==> src/hw/rtl/scrf_pkg.sv <==
package scrf_pkg;

  localparam int NUM_CHANNELS = 4;
  localparam int CH_W         = 2;

  typedef enum logic [1:0] {
    ACT_READ    = 2'd0,
    ACT_WRITE   = 2'd1,
    ACT_RX_DONE = 2'd2,
    ACT_TX_DONE = 2'd3
  } action_t;

  typedef struct packed {
    action_t           action;
    logic [13:0]       address;
    logic [31:0]       write_data;
    logic [CH_W-1:0]   channel;
  } item_t;

  typedef struct packed {
    logic [31:0] read_data;
    logic        irq_line;
  } result_t;

  // Interrupt bookkeeping that the top level watches.
  typedef struct packed {
    logic       irq_level;
    logic       pending;
    logic [1:0] clear_cnt;
  } irq_stat_t;

  // Configuration register indexes.
  localparam logic CFG_FAMILY = 1'b0;
  localparam logic CFG_LINK   = 1'b1;

  // Global register addresses.
  localparam logic [13:0] ADDR_INT_STATUS = 14'h0000;
  localparam logic [13:0] ADDR_INT_MASK   = 14'h0010;
  localparam logic [13:0] ADDR_ENABLE     = 14'h0014;
  localparam logic [13:0] ADDR_ID_A       = 14'h0018;
  localparam logic [13:0] ADDR_ID_B       = 14'h007C;
  localparam logic [13:0] ADDR_OPTION     = 14'h2C00;
  localparam logic [13:0] ADDR_COMMAND    = 14'h2C24;
  localparam logic [13:0] ADDR_STATUS_W   = 14'h2C2C;

  // Offsets within a channel window.
  localparam logic [7:0] OFF_CRC      = 8'h00;
  localparam logic [7:0] OFF_CLK_SH   = 8'h40;
  localparam logic [7:0] OFF_CLK_DIV  = 8'h44;
  localparam logic [7:0] OFF_LINK     = 8'h60;
  localparam logic [7:0] OFF_CH_ID    = 8'h64;
  localparam logic [7:0] OFF_TX_FIRST = 8'h80;
  localparam logic [7:0] OFF_TX_LAST  = 8'h84;
  localparam logic [7:0] OFF_RX_FIRST = 8'h88;
  localparam logic [7:0] OFF_RX_LAST  = 8'h8C;
  localparam logic [7:0] OFF_CH_FIX   = 8'h90;

  // Fixed read values.
  localparam logic [31:0] VAL_ID_A     = 32'h7F7F7F7F;
  localparam logic [31:0] VAL_ID_B     = 32'h00000492;
  localparam logic [31:0] VAL_STATUS_W = 32'h0000FFFF;
  localparam logic [31:0] VAL_CH_ID    = 32'h0000007B;
  localparam logic [31:0] VAL_CH_FIX   = 32'h11111111;
  localparam logic [31:0] VAL_ALL_ONES = 32'hFFFFFFFF;

  // Command opcodes.
  localparam logic [7:0] OP_ENABLE   = 8'h00;
  localparam logic [7:0] OP_DIS_M0   = 8'h10;
  localparam logic [7:0] OP_DIS_M1_A = 8'h50;
  localparam logic [7:0] OP_DIS_M1_B = 8'h30;

endpackage

==> src/hw/rtl/serial_ctrl_register_file.sv <==
// Register file of a four-channel serial controller. Each request is a bus
// read, a bus write, or a receive or transmit frame-done event, and gives
// exactly one response carrying the read data (zero for writes, events and
// unmapped addresses) and the interrupt line level after the request. A
// request passes an input register and combinational decode and update before
// landing in the output register, and a new request is taken every cycle
// while the output side keeps up. The command opcode family and the
// link-attached bits are written through the cfg_ port and should only change
// while no request is in flight.
module serial_ctrl_register_file (
  input  logic        clk,
  input  logic        rst_n,
  input  logic        cfg_we,
  input  logic        cfg_index,
  input  logic [3:0]  cfg_wdata,
  input  logic        in_tvalid,
  output logic        in_tready,
  input  logic [47:0] in_tdata,   // address[13:0], write_data[45:14], channel[47:46]
  input  logic [1:0]  in_tuser,   // action[1:0]
  output logic        out_tvalid,
  input  logic        out_tready,
  output logic [39:0] out_tdata   // read_data[31:0], irq_line[32], zero[39:33]
);

  scrf_pkg::item_t     req_item;
  scrf_pkg::item_t     item;
  scrf_pkg::result_t   result;
  scrf_pkg::result_t   res_data;
  scrf_pkg::irq_stat_t irq_stat;
  logic                item_valid;
  logic                advance;
  logic                load;

  assign req_item.action     = scrf_pkg::action_t'(in_tuser);
  assign req_item.address    = in_tdata[13:0];
  assign req_item.write_data = in_tdata[45:14];
  assign req_item.channel    = in_tdata[47:46];

  scrf_in_reg u_in (
    .clk        (clk),
    .rst_n      (rst_n),
    .req_valid  (in_tvalid),
    .req_ready  (in_tready),
    .req_item   (req_item),
    .advance    (advance),
    .item_valid (item_valid),
    .item       (item)
  );

  scrf_core u_core (
    .clk       (clk),
    .rst_n     (rst_n),
    .cfg_we    (cfg_we),
    .cfg_index (cfg_index),
    .cfg_wdata (cfg_wdata),
    .load      (load),
    .item      (item),
    .result    (result),
    .irq_stat  (irq_stat)
  );

  scrf_out_reg u_out (
    .clk        (clk),
    .rst_n      (rst_n),
    .item_valid (item_valid),
    .result     (result),
    .advance    (advance),
    .load       (load),
    .res_valid  (out_tvalid),
    .res_ready  (out_tready),
    .res_data   (res_data)
  );

  assign out_tdata = {7'b0, res_data.irq_line, res_data.read_data};

  // An unmasked pending interrupt always holds the line high.
  a_pending_level: assert property (@(posedge clk) disable iff (!rst_n)
    irq_stat.pending |-> irq_stat.irq_level)
    else $error("interrupt pending but line low");

  // The clear counter wraps before it can hold three.
  a_clear_cnt: assert property (@(posedge clk) disable iff (!rst_n)
    irq_stat.clear_cnt != 2'd3)
    else $error("clear counter reached three");

  // A response reports the level that its request left behind.
  a_resp_level: assert property (@(posedge clk) disable iff (!rst_n)
    load |=> (out_tdata[32] == irq_stat.irq_level))
    else $error("response irq level differs from state");

  // With the output register empty the input side never stalls.
  a_no_stall: assert property (@(posedge clk) disable iff (!rst_n)
    !out_tvalid |-> in_tready)
    else $error("input stalled with empty output");

endmodule

==> src/hw/rtl/scrf_in_reg.sv <==
module scrf_in_reg (
  input  logic             clk,
  input  logic             rst_n,
  input  logic             req_valid,
  output logic             req_ready,
  input  scrf_pkg::item_t  req_item,
  input  logic             advance,
  output logic             item_valid,
  output scrf_pkg::item_t  item
);

  logic            in_v_r, in_v_nxt;
  scrf_pkg::item_t item_r;

  assign req_ready = !in_v_r || advance;

  always_comb begin
    if (req_valid && req_ready) begin
      in_v_nxt = 1'b1;
    end else if (advance) begin
      in_v_nxt = 1'b0;
    end else begin
      in_v_nxt = in_v_r;
    end
  end

  always_ff @(posedge clk) begin
    if (!rst_n) begin
      in_v_r <= 1'b0;
    end else begin
      in_v_r <= in_v_nxt;
    end
    if (req_valid && req_ready) begin
      item_r <= req_item;
    end
  end

  assign item_valid = in_v_r;
  assign item       = item_r;

endmodule

==> src/hw/rtl/scrf_core.sv <==
module scrf_core (
  input  logic                clk,
  input  logic                rst_n,
  input  logic                cfg_we,
  input  logic                cfg_index,
  input  logic [3:0]          cfg_wdata,
  input  logic                load,
  input  scrf_pkg::item_t     item,
  output scrf_pkg::result_t   result,
  output scrf_pkg::irq_stat_t irq_stat
);

  localparam int N = scrf_pkg::NUM_CHANNELS;
  localparam int W = scrf_pkg::CH_W;

  logic        family_r;
  logic [3:0]  link_r;

  logic [31:0] status_r, status_nxt;
  logic [31:0] mask_r, mask_nxt;
  logic [1:0]  cnt_r, cnt_nxt;
  logic        level_r, level_nxt;
  logic [31:0] enable_r, enable_nxt;
  logic [31:0] option_r, option_nxt;
  logic [N-1:0] active_r, active_nxt;
  logic [31:0] crc_r [N], crc_nxt [N];
  logic [31:0] csh_r [N], csh_nxt [N];
  logic [31:0] cdiv_r [N], cdiv_nxt [N];
  logic [31:0] txf_r [N], txf_nxt [N];
  logic [31:0] txl_r [N], txl_nxt [N];
  logic [31:0] rxf_r [N], rxf_nxt [N];
  logic [31:0] rxl_r [N], rxl_nxt [N];

  logic [5:0]   win;
  logic [5:0]   win_m1;
  logic         in_win;
  logic [7:0]   off;
  logic         is_event;
  logic [W-1:0] sel_ch;
  logic         is_rd, is_wr;
  logic [31:0]  rd;
  logic         do_upd;
  logic [7:0]   cmd_op;
  logic [W-1:0] cmd_ch;
  logic [1:0]   cnt_inc;
  logic [31:0]  v;

  assign win      = item.address[13:8];
  assign win_m1   = win - 6'd1;
  assign in_win   = (win >= 6'd1) && (win <= 6'(N));
  assign off      = item.address[7:0];
  assign is_event = (item.action == scrf_pkg::ACT_RX_DONE) ||
                    (item.action == scrf_pkg::ACT_TX_DONE);
  // Events and channel windows never occur together, so one channel select
  // serves both; commands take their channel from the write data instead.
  assign sel_ch   = is_event ? item.channel : win_m1[W-1:0];
  assign is_rd    = (item.action == scrf_pkg::ACT_READ);
  assign is_wr    = (item.action == scrf_pkg::ACT_WRITE);
  assign v        = item.write_data;
  assign cmd_op   = v[19:12];
  assign cmd_ch   = v[W-1:0];

  // Read multiplexer.
  always_comb begin
    rd = '0;
    if (is_rd) begin
      if (in_win) begin
        unique case (off)
          scrf_pkg::OFF_CRC:      rd = crc_r[sel_ch];
          scrf_pkg::OFF_CLK_SH:   rd = csh_r[sel_ch];
          scrf_pkg::OFF_CLK_DIV:  rd = cdiv_r[sel_ch];
          scrf_pkg::OFF_TX_FIRST: rd = txf_r[sel_ch];
          scrf_pkg::OFF_TX_LAST:  rd = txl_r[sel_ch];
          scrf_pkg::OFF_RX_FIRST: rd = rxf_r[sel_ch];
          scrf_pkg::OFF_RX_LAST:  rd = rxl_r[sel_ch];
          scrf_pkg::OFF_LINK:     rd = link_r[sel_ch] ? scrf_pkg::VAL_ALL_ONES : '0;
          scrf_pkg::OFF_CH_ID:    rd = scrf_pkg::VAL_CH_ID;
          scrf_pkg::OFF_CH_FIX:   rd = scrf_pkg::VAL_CH_FIX;
          default:                rd = '0;
        endcase
      end else begin
        unique case (item.address)
          scrf_pkg::ADDR_INT_STATUS: rd = status_r;
          scrf_pkg::ADDR_INT_MASK:   rd = mask_r;
          scrf_pkg::ADDR_ENABLE:     rd = enable_r;
          scrf_pkg::ADDR_ID_A:       rd = scrf_pkg::VAL_ID_A;
          scrf_pkg::ADDR_ID_B:       rd = scrf_pkg::VAL_ID_B;
          scrf_pkg::ADDR_OPTION:     rd = option_r;
          scrf_pkg::ADDR_STATUS_W:   rd = scrf_pkg::VAL_STATUS_W;
          default:                   rd = '0;
        endcase
      end
    end
  end

  // Register updates for writes and events.
  always_comb begin
    status_nxt = status_r;
    mask_nxt   = mask_r;
    enable_nxt = enable_r;
    option_nxt = option_r;
    active_nxt = active_r;
    crc_nxt    = crc_r;
    csh_nxt    = csh_r;
    cdiv_nxt   = cdiv_r;
    txf_nxt    = txf_r;
    txl_nxt    = txl_r;
    rxf_nxt    = rxf_r;
    rxl_nxt    = rxl_r;
    do_upd     = 1'b0;

    if (is_wr) begin
      if (in_win) begin
        unique case (off)
          scrf_pkg::OFF_CRC:      crc_nxt[sel_ch]  = v;
          scrf_pkg::OFF_CLK_SH:   csh_nxt[sel_ch]  = v;
          scrf_pkg::OFF_CLK_DIV:  cdiv_nxt[sel_ch] = v;
          scrf_pkg::OFF_TX_FIRST: txf_nxt[sel_ch]  = v;
          scrf_pkg::OFF_TX_LAST:  txl_nxt[sel_ch]  = v;
          scrf_pkg::OFF_RX_FIRST: rxf_nxt[sel_ch]  = v;
          scrf_pkg::OFF_RX_LAST:  rxl_nxt[sel_ch]  = v;
          default: ;
        endcase
      end else begin
        unique case (item.address)
          scrf_pkg::ADDR_INT_STATUS: begin
            status_nxt = status_r & ~v;
            do_upd     = 1'b1;
          end
          scrf_pkg::ADDR_INT_MASK: begin
            mask_nxt = v;
            do_upd   = 1'b1;
          end
          scrf_pkg::ADDR_ENABLE: enable_nxt = v;
          scrf_pkg::ADDR_OPTION: option_nxt = v;
          scrf_pkg::ADDR_COMMAND: begin
            if (32'(cmd_ch) < N) begin
              if (cmd_op == scrf_pkg::OP_ENABLE) begin
                active_nxt[cmd_ch] = 1'b1;
              end else if (!family_r) begin
                if (cmd_op == scrf_pkg::OP_DIS_M0) begin
                  active_nxt[cmd_ch] = 1'b0;
                end
              end else if ((cmd_op == scrf_pkg::OP_DIS_M1_A) ||
                           (cmd_op == scrf_pkg::OP_DIS_M1_B)) begin
                active_nxt[cmd_ch] = 1'b0;
              end
            end
          end
          default: ;
        endcase
      end
    end else if (is_event && (32'(sel_ch) < N) && active_r[sel_ch] && link_r[sel_ch]) begin
      if (item.action == scrf_pkg::ACT_RX_DONE) begin
        if (enable_r[{2'b00, sel_ch, 1'b1}] && (rxf_r[sel_ch] != '0)) begin
          status_nxt[{3'b001, sel_ch}] = 1'b1;
          do_upd                       = 1'b1;
        end
      end else begin
        if (enable_r[{2'b00, sel_ch, 1'b0}] && (txf_r[sel_ch] != '0)) begin
          status_nxt[{3'b000, sel_ch}] = 1'b1;
          do_upd                       = 1'b1;
        end
      end
    end
  end

  // The line is raised while anything unmasked is pending; otherwise only
  // every third update with nothing pending drops it.
  always_comb begin
    cnt_inc   = cnt_r + 2'd1;
    cnt_nxt   = cnt_r;
    level_nxt = level_r;
    if (do_upd) begin
      if ((status_nxt & mask_nxt) != '0) begin
        level_nxt = 1'b1;
      end else if (cnt_inc == 2'd3) begin
        level_nxt = 1'b0;
        cnt_nxt   = 2'd0;
      end else begin
        cnt_nxt = cnt_inc;
      end
    end
  end

  always_ff @(posedge clk) begin
    if (!rst_n) begin
      family_r <= 1'b0;
      link_r   <= '0;
    end else if (cfg_we) begin
      unique case (cfg_index)
        scrf_pkg::CFG_FAMILY: family_r <= cfg_wdata[0];
        scrf_pkg::CFG_LINK:   link_r   <= cfg_wdata;
        default: ;
      endcase
    end
  end

  always_ff @(posedge clk) begin
    if (!rst_n) begin
      status_r <= '0;
      mask_r   <= '0;
      cnt_r    <= '0;
      level_r  <= 1'b0;
      enable_r <= '0;
      option_r <= '0;
      active_r <= '0;
      for (int i = 0; i < N; i++) begin
        crc_r[i]  <= '0;
        csh_r[i]  <= '0;
        cdiv_r[i] <= '0;
        txf_r[i]  <= '0;
        txl_r[i]  <= '0;
        rxf_r[i]  <= '0;
        rxl_r[i]  <= '0;
      end
    end else if (load) begin
      status_r <= status_nxt;
      mask_r   <= mask_nxt;
      cnt_r    <= cnt_nxt;
      level_r  <= level_nxt;
      enable_r <= enable_nxt;
      option_r <= option_nxt;
      active_r <= active_nxt;
      crc_r    <= crc_nxt;
      csh_r    <= csh_nxt;
      cdiv_r   <= cdiv_nxt;
      txf_r    <= txf_nxt;
      txl_r    <= txl_nxt;
      rxf_r    <= rxf_nxt;
      rxl_r    <= rxl_nxt;
    end
  end

  assign result.read_data = rd;
  assign result.irq_line  = level_nxt;

  assign irq_stat.irq_level = level_r;
  assign irq_stat.pending   = ((status_r & mask_r) != '0);
  assign irq_stat.clear_cnt = cnt_r;

endmodule

==> src/hw/rtl/scrf_out_reg.sv <==
module scrf_out_reg (
  input  logic              clk,
  input  logic              rst_n,
  input  logic              item_valid,
  input  scrf_pkg::result_t result,
  output logic              advance,
  output logic              load,
  output logic              res_valid,
  input  logic              res_ready,
  output scrf_pkg::result_t res_data
);

  logic              out_v_r, out_v_nxt;
  scrf_pkg::result_t res_r;

  assign advance   = !out_v_r || res_ready;
  assign load      = item_valid && advance;
  assign out_v_nxt = advance ? item_valid : out_v_r;

  always_ff @(posedge clk) begin
    if (!rst_n) begin
      out_v_r <= 1'b0;
    end else begin
      out_v_r <= out_v_nxt;
    end
    if (load) begin
      res_r <= result;
    end
  end

  assign res_valid = out_v_r;
  assign res_data  = res_r;

endmodule
==> config.mk <==
export PLATFORM = sky130hd
export DESIGN_NAME = serial_ctrl_register_file
export DESIGN_NICKNAME = d
export VERILOG_FILES = /design/src/hw/rtl/scrf_pkg.sv /design/src/hw/rtl/serial_ctrl_register_file.sv /design/src/hw/rtl/scrf_in_reg.sv /design/src/hw/rtl/scrf_core.sv /design/src/hw/rtl/scrf_out_reg.sv
export SDC_FILE = /design/constraint.sdc
export NUM_CORES = 2
export LEC_CHECK = 0
export ABC_AREA = 1
export BUFFER_PORTS_ARGS = -buffer_cell sky130_fd_sc_hd__buf_2
export CORE_MARGIN = 2
export CORE_UTILIZATION = 50
export CTS_BUF_LIST = sky130_fd_sc_hd__clkbuf_16
export CTS_CLUSTER_DIAMETER = 100
export CTS_CLUSTER_SIZE = 20
export DETAILED_ROUTE_END_ITERATION = 8
export PLACE_DENSITY = 0.68
export SYNTH_ARGS = -nofsm -noshare
export SYNTH_HDL_FRONTEND = slang
export SYNTH_SLANG_ARGS = --single-unit
==> constraint.sdc <==
create_clock -name clk -period 2.5 [get_ports clk]
set_input_delay 0.125 -clock clk [delete_from_list [all_inputs] [get_ports clk]]
set_output_delay 0.125 -clock clk [all_outputs]
set_load 0.05 [all_outputs]
==> metrics.txt <==
# TYPE chip_impl_metric gauge
chip_impl_info{name="outcome",value="finished, violations left"} 1
chip_impl_info{name="failed_checks",value="setup timing"} 1
chip_impl_metric{name="p_per_area",unit="nW/µm²"} 524
chip_impl_metric{name="cts.reportedPaths.clkPinSlew",unit="ns"} 0.09
chip_impl_metric{name="detail_route.vias_per_cell",unit=""} 6.07
chip_impl_metric{name="ys_types",unit=""} 48
chip_impl_metric{name="core_area",unit="µm²"} 96900
chip_impl_metric{name="cp.required",unit="ns"} 3.08
chip_impl_info{name="cts_tree",value="done"} 1
chip_impl_metric{name="groute.usage.overall",unit="%"} 35.3
chip_impl_metric{name="final-hold-violation-count",unit=""} 0
chip_impl_metric{name="routability_driven_placement_congestion_ratio",unit=""} 0.978
chip_impl_metric{name="htree_num_levels",unit=""} 3
chip_impl_metric{name="wl_per_cell",unit="µm"} 24.0
chip_impl_info{name="layout.cells.most_common",value="inv_1"} 1
chip_impl_metric{name="drive_above_1_share",unit="%"} 22.8
chip_impl_metric{name="worst-slew-pin-transition",unit="ns"} 0.729
chip_impl_metric{name="cts_buffers",unit=""} 66
chip_impl_metric{name="finalCritPeriodShare",unit="%"} 134
chip_impl_metric{name="globalRouteOverflowTotal",unit=""} 0
chip_impl_metric{name="layout-area-overhead-vs-synth",unit="%"} 31.5
chip_impl_metric{name="cell_internal_pwr",unit="mW"} 24.7
chip_impl_metric{name="clock_sinks",unit=""} 1121
chip_impl_metric{name="number_of_cell_instances_on_the_worst_register_to_register_path",unit=""} 24
chip_impl_info{name="worst_r2r_endpoint",value="u_core.level_r"} 1
chip_impl_metric{name="final_util",unit="%"} 66.4
chip_impl_metric{name="finalSetupViolCount",unit=""} 788
chip_impl_metric{name="ioPinCount",unit=""} 102
chip_impl_metric{name="maxClockFrequency",unit="GHz"} 0.299
chip_impl_metric{name="drt-total-wl",unit="mm"} 201
chip_impl_info{name="grt_setup_unrepaired",value="true"} 1
chip_impl_metric{name="numPortBuffers",unit=""} 94
chip_impl_metric{name="p_leak",unit="nW"} 24.0
chip_impl_info{name="worst_setup_path_start_kind",value="flip-flop"} 1
chip_impl_info{name="timing.rr.start",value="u_in.item[42]"} 1
chip_impl_metric{name="peakVddDrop",unit="V"} 0.000689
chip_impl_metric{name="die_x",unit="µm"} 317
chip_impl_metric{name="cts.path.max_buffers",unit=""} 3
chip_impl_metric{name="via_count",unit=""} 50800
chip_impl_info{name="root_buffer",value="clkbuf_16"} 1
chip_impl_metric{name="synth.cell_area",unit="µm²"} 48900
chip_impl_metric{name="synth.ff_latch_count",unit=""} 1121
chip_impl_info{name="crit_path_end",value="u_core.level_r"} 1
chip_impl_info{name="category_of_the_worst_setup_path_capture_point",value="flip-flop"} 1
chip_impl_metric{name="num-nets-final",unit=""} 7139
chip_impl_metric{name="sw_frac_of_total",unit="%"} 26.7
chip_impl_metric{name="number_of_cells_produced_by_synthesis",unit=""} 6581
chip_impl_metric{name="global_route_wire_length_before_repair",unit="mm"} 272
chip_impl_metric{name="die-height",unit="µm"} 317
chip_impl_info{name="critPathKind",value="flip-flop to flip-flop"} 1
chip_impl_metric{name="die_ar",unit="µm²"} 100000
chip_impl_info{name="most_frequent_cells_in_the_layout",value="inv_1 (1,120), dfxtp_1 (1,038), a21oi_1 (915)"} 1
chip_impl_metric{name="grt_start_max_net_pins",unit=""} 160
chip_impl_metric{name="dpl.hpwl",unit="mm"} 114
chip_impl_metric{name="pre_cts_ws",unit="ns"} -1.07
chip_impl_metric{name="crit_path_max_fanout",unit=""} 7
chip_impl_metric{name="share_seq_of_total_power",unit="%"} 54.3
chip_impl_info{name="hold_path.class",value="input port to flip-flop"} 1
chip_impl_metric{name="post_synth.cell_area_avg",unit="µm²"} 7.43
chip_impl_metric{name="worstPathArrival",unit="ns"} 3.92
chip_impl_metric{name="drtAntennaViolNets",unit=""} 0
chip_impl_metric{name="power.clock.fraction",unit="%"} 34.2
chip_impl_metric{name="worst_skew_pair.late_latency",unit="ns"} 0.70
chip_impl_metric{name="final.setup.worst_slack",unit="ns"} -0.840
chip_impl_metric{name="drc_errors",unit=""} 0
chip_impl_metric{name="detailedRoute.firstIterationViolations",unit=""} 7648
chip_impl_metric{name="min_period",unit="ns"} 3.34
chip_impl_metric{name="power_switching",unit="mW"} 8.99
chip_impl_metric{name="comb_power_share",unit="%"} 11.5
chip_impl_metric{name="slew_viol_final",unit=""} 0
chip_impl_metric{name="finalClockSkew",unit="ns"} 0.0479
chip_impl_metric{name="drtPass1Iterations",unit=""} 9
chip_impl_metric{name="totalNegativeSetupSlack",unit="ns"} -92.97
chip_impl_metric{name="timing.reg2reg.setup_slack",unit="ns"} -0.84
chip_impl_metric{name="start_util",unit="%"} 50.5
chip_impl_metric{name="synth.yosys.seq_area_share",unit="%"} 47.6
chip_impl_info{name="setup.worst_path.start",value="u_in.item[42]"} 1
chip_impl_metric{name="synthesis.yosys.warnings",unit=""} 0
chip_impl_metric{name="timing.max_cap.violations",unit=""} 0
chip_impl_metric{name="grt_pass1_vias",unit=""} 44200
chip_impl_metric{name="floorplan.rows",unit=""} 114
chip_impl_metric{name="slew_headroom",unit="%"} 51.4
chip_impl_metric{name="antenna_found_initial",unit=""} 5
-- layout make-up --
cell class                      instances  area, µm²
Antenna cell                            4       10.0
Tap cell                             1276       1600
Sequential cell                      1121      23300
Clock inverter                         20        161
Timing Repair Buffer                  992      11000
Fill cell                            7608      32600
Multi-Input combinational cell       3753      22200
Clock buffer                           68       1700
Inverter                             1142       4330
-- kinds of logic (layout without fill, tap and decap cells) --
logic type                 Yosys count  count (layout)  synth area share [%]
AOI/OAI and AO/OA                 2690            2691                  29.7
buffers and inverters             1715            2222                  13.6
DFF                               1121            1121                  47.6
and+or+nand+nor                   1051            1052                  8.95
adders and majority gates            3               3                0.0768
other                                1              11               0.00767
-- flip-flops by register name, summed over array words and instances (netlist names), named ones only --
register / flops
u_core.cdiv_r: 128
u_core.cnt_r: 2
u_core.crc_r: 128
u_core.csh_r: 128
u_core.enable_r: 32
u_core.family_r: 1
u_core.level_r: 1
u_core.link_r: 4
u_core.mask_r: 32
u_core.option_r: 32
u_core.rxf_r: 128
u_core.rxl_r: 128
u_core.status_r: 32
u_core.txf_r: 128
u_core.txl_r: 128
u_in.item: 50
u_in.item_valid: 1
u_out.res_data: 33
u_out.res_valid: 1
-- power groups by stage --
stage          clock network, mW  logic, mW  registers, mW
3_5_place_dp                   0       2.75           18.7
3_3_place_gp                   0       2.73           18.7
2_1_floorplan                  0       1.44           18.7
6_report                    11.5       3.87           18.3
5_1_grt                     12.1       4.02           18.3
4_1_cts                     11.5       3.38           18.3
-- synth_stat cells (all sizes together) --
cell | instances | area (µm²)
nor3 | 14 | 86.3
o22ai | 267 | 1670
a31o | 1 | 8.76
o21ai | 1183 | 5940
a41oi | 4 | 35.0
a21oi | 1012 | 5070
ha | 3 | 37.5
a211oi | 33 | 248
nor2 | 246 | 985
a211o | 2 | 17.5
o211ai | 50 | 375
a221oi | 40 | 350
conb | 1 | 3.75
dfxtp | 1038 | 20800
nor4 | 8 | 56.3
o221ai | 6 | 52.6
o2111ai | 26 | 228
a22o | 4 | 35.0
a22oi | 14 | 105
nand2 | 593 | 2250
clkbuf | 461 | 1730
o31ai | 14 | 105
nor3b | 1 | 7.51
o41ai | 21 | 184
inv | 1119 | 4200
nand4 | 19 | 119
buf | 112 | 639
clkinv | 23 | 86.3
edfxtp | 83 | 2490
o311ai | 13 | 114
nand3 | 170 | 866
-- per-layer routing --
layer / global-route usage, % / part of all wire [%]
met3: 6.00 / 12
met5: 0 / 0.043
met2: 55.0 / 43
met4: 19.0 / 7.5
met1: 46.9 / 37
-- worst min path at each step --
stage                  from       endpoint  slack [ns]  depth (start not counted)
6_report       in_tdata[26]  u_in.item[14]        0.16                          2
5_1_grt         in_tuser[0]  u_in.item[48]        0.16                          2
4_1_cts        in_tdata[35]  u_in.item[23]        0.15                          2
3_5_place_dp   in_tdata[16]   u_in.item[4]        0.30                          1
3_3_place_gp   in_tdata[26]  u_in.item[14]        0.30                          1
2_1_floorplan  in_tdata[46]   u_in.item[0]        0.22                          0
-- critical path, cell delays in order (launching register included) --
cell      delay, ns
edfxtp_1       0.43
inv_2          0.10
ha_4           0.21
o21ai_4        0.21
buf_12         0.18
nor2_4         0.06
buf_12         0.15
buf_6          0.14
nand2_1        0.05
nand2_1        0.06
nor2_2         0.14
nand2_1        0.08
nor2_1         0.12
nand2_1        0.10
nor2_2         0.14
nand2_2        0.10
buf_12         0.16
nand4_1        0.19
a21oi_2        0.10
nor2_2         0.13
nand2_1        0.08
nand2_2        0.08
nand3_2        0.07
nand2_1        0.10
inv_1          0.04
-- what timing repair did --
action / 4_1_cts / 5_1_grt
resized for setup: 498 / 762
cloned: 29 / 57
setup buffers: 99 / 88
hold buffers: 68 / 0
hold endpoints to repair: 86 / 0
pin swaps: 110 / 213
setup endpoints to repair: 999 / 1019
-- through the flow --
stage	hold WS, ns	power, mW	cell area [µm²]	std cells
after floorplan	0.224	20.2	49000	6587
after global placement	0.301	21.4	54400	7972
after detailed placement	0.303	21.5	54400	7972
after CTS	0.148	33.1	60300	8249
after global routing	0.162	34.4	64300	8372
final	0.158	33.7	64300	8376
Note: power is estimated with default switching activity, not from simulation.
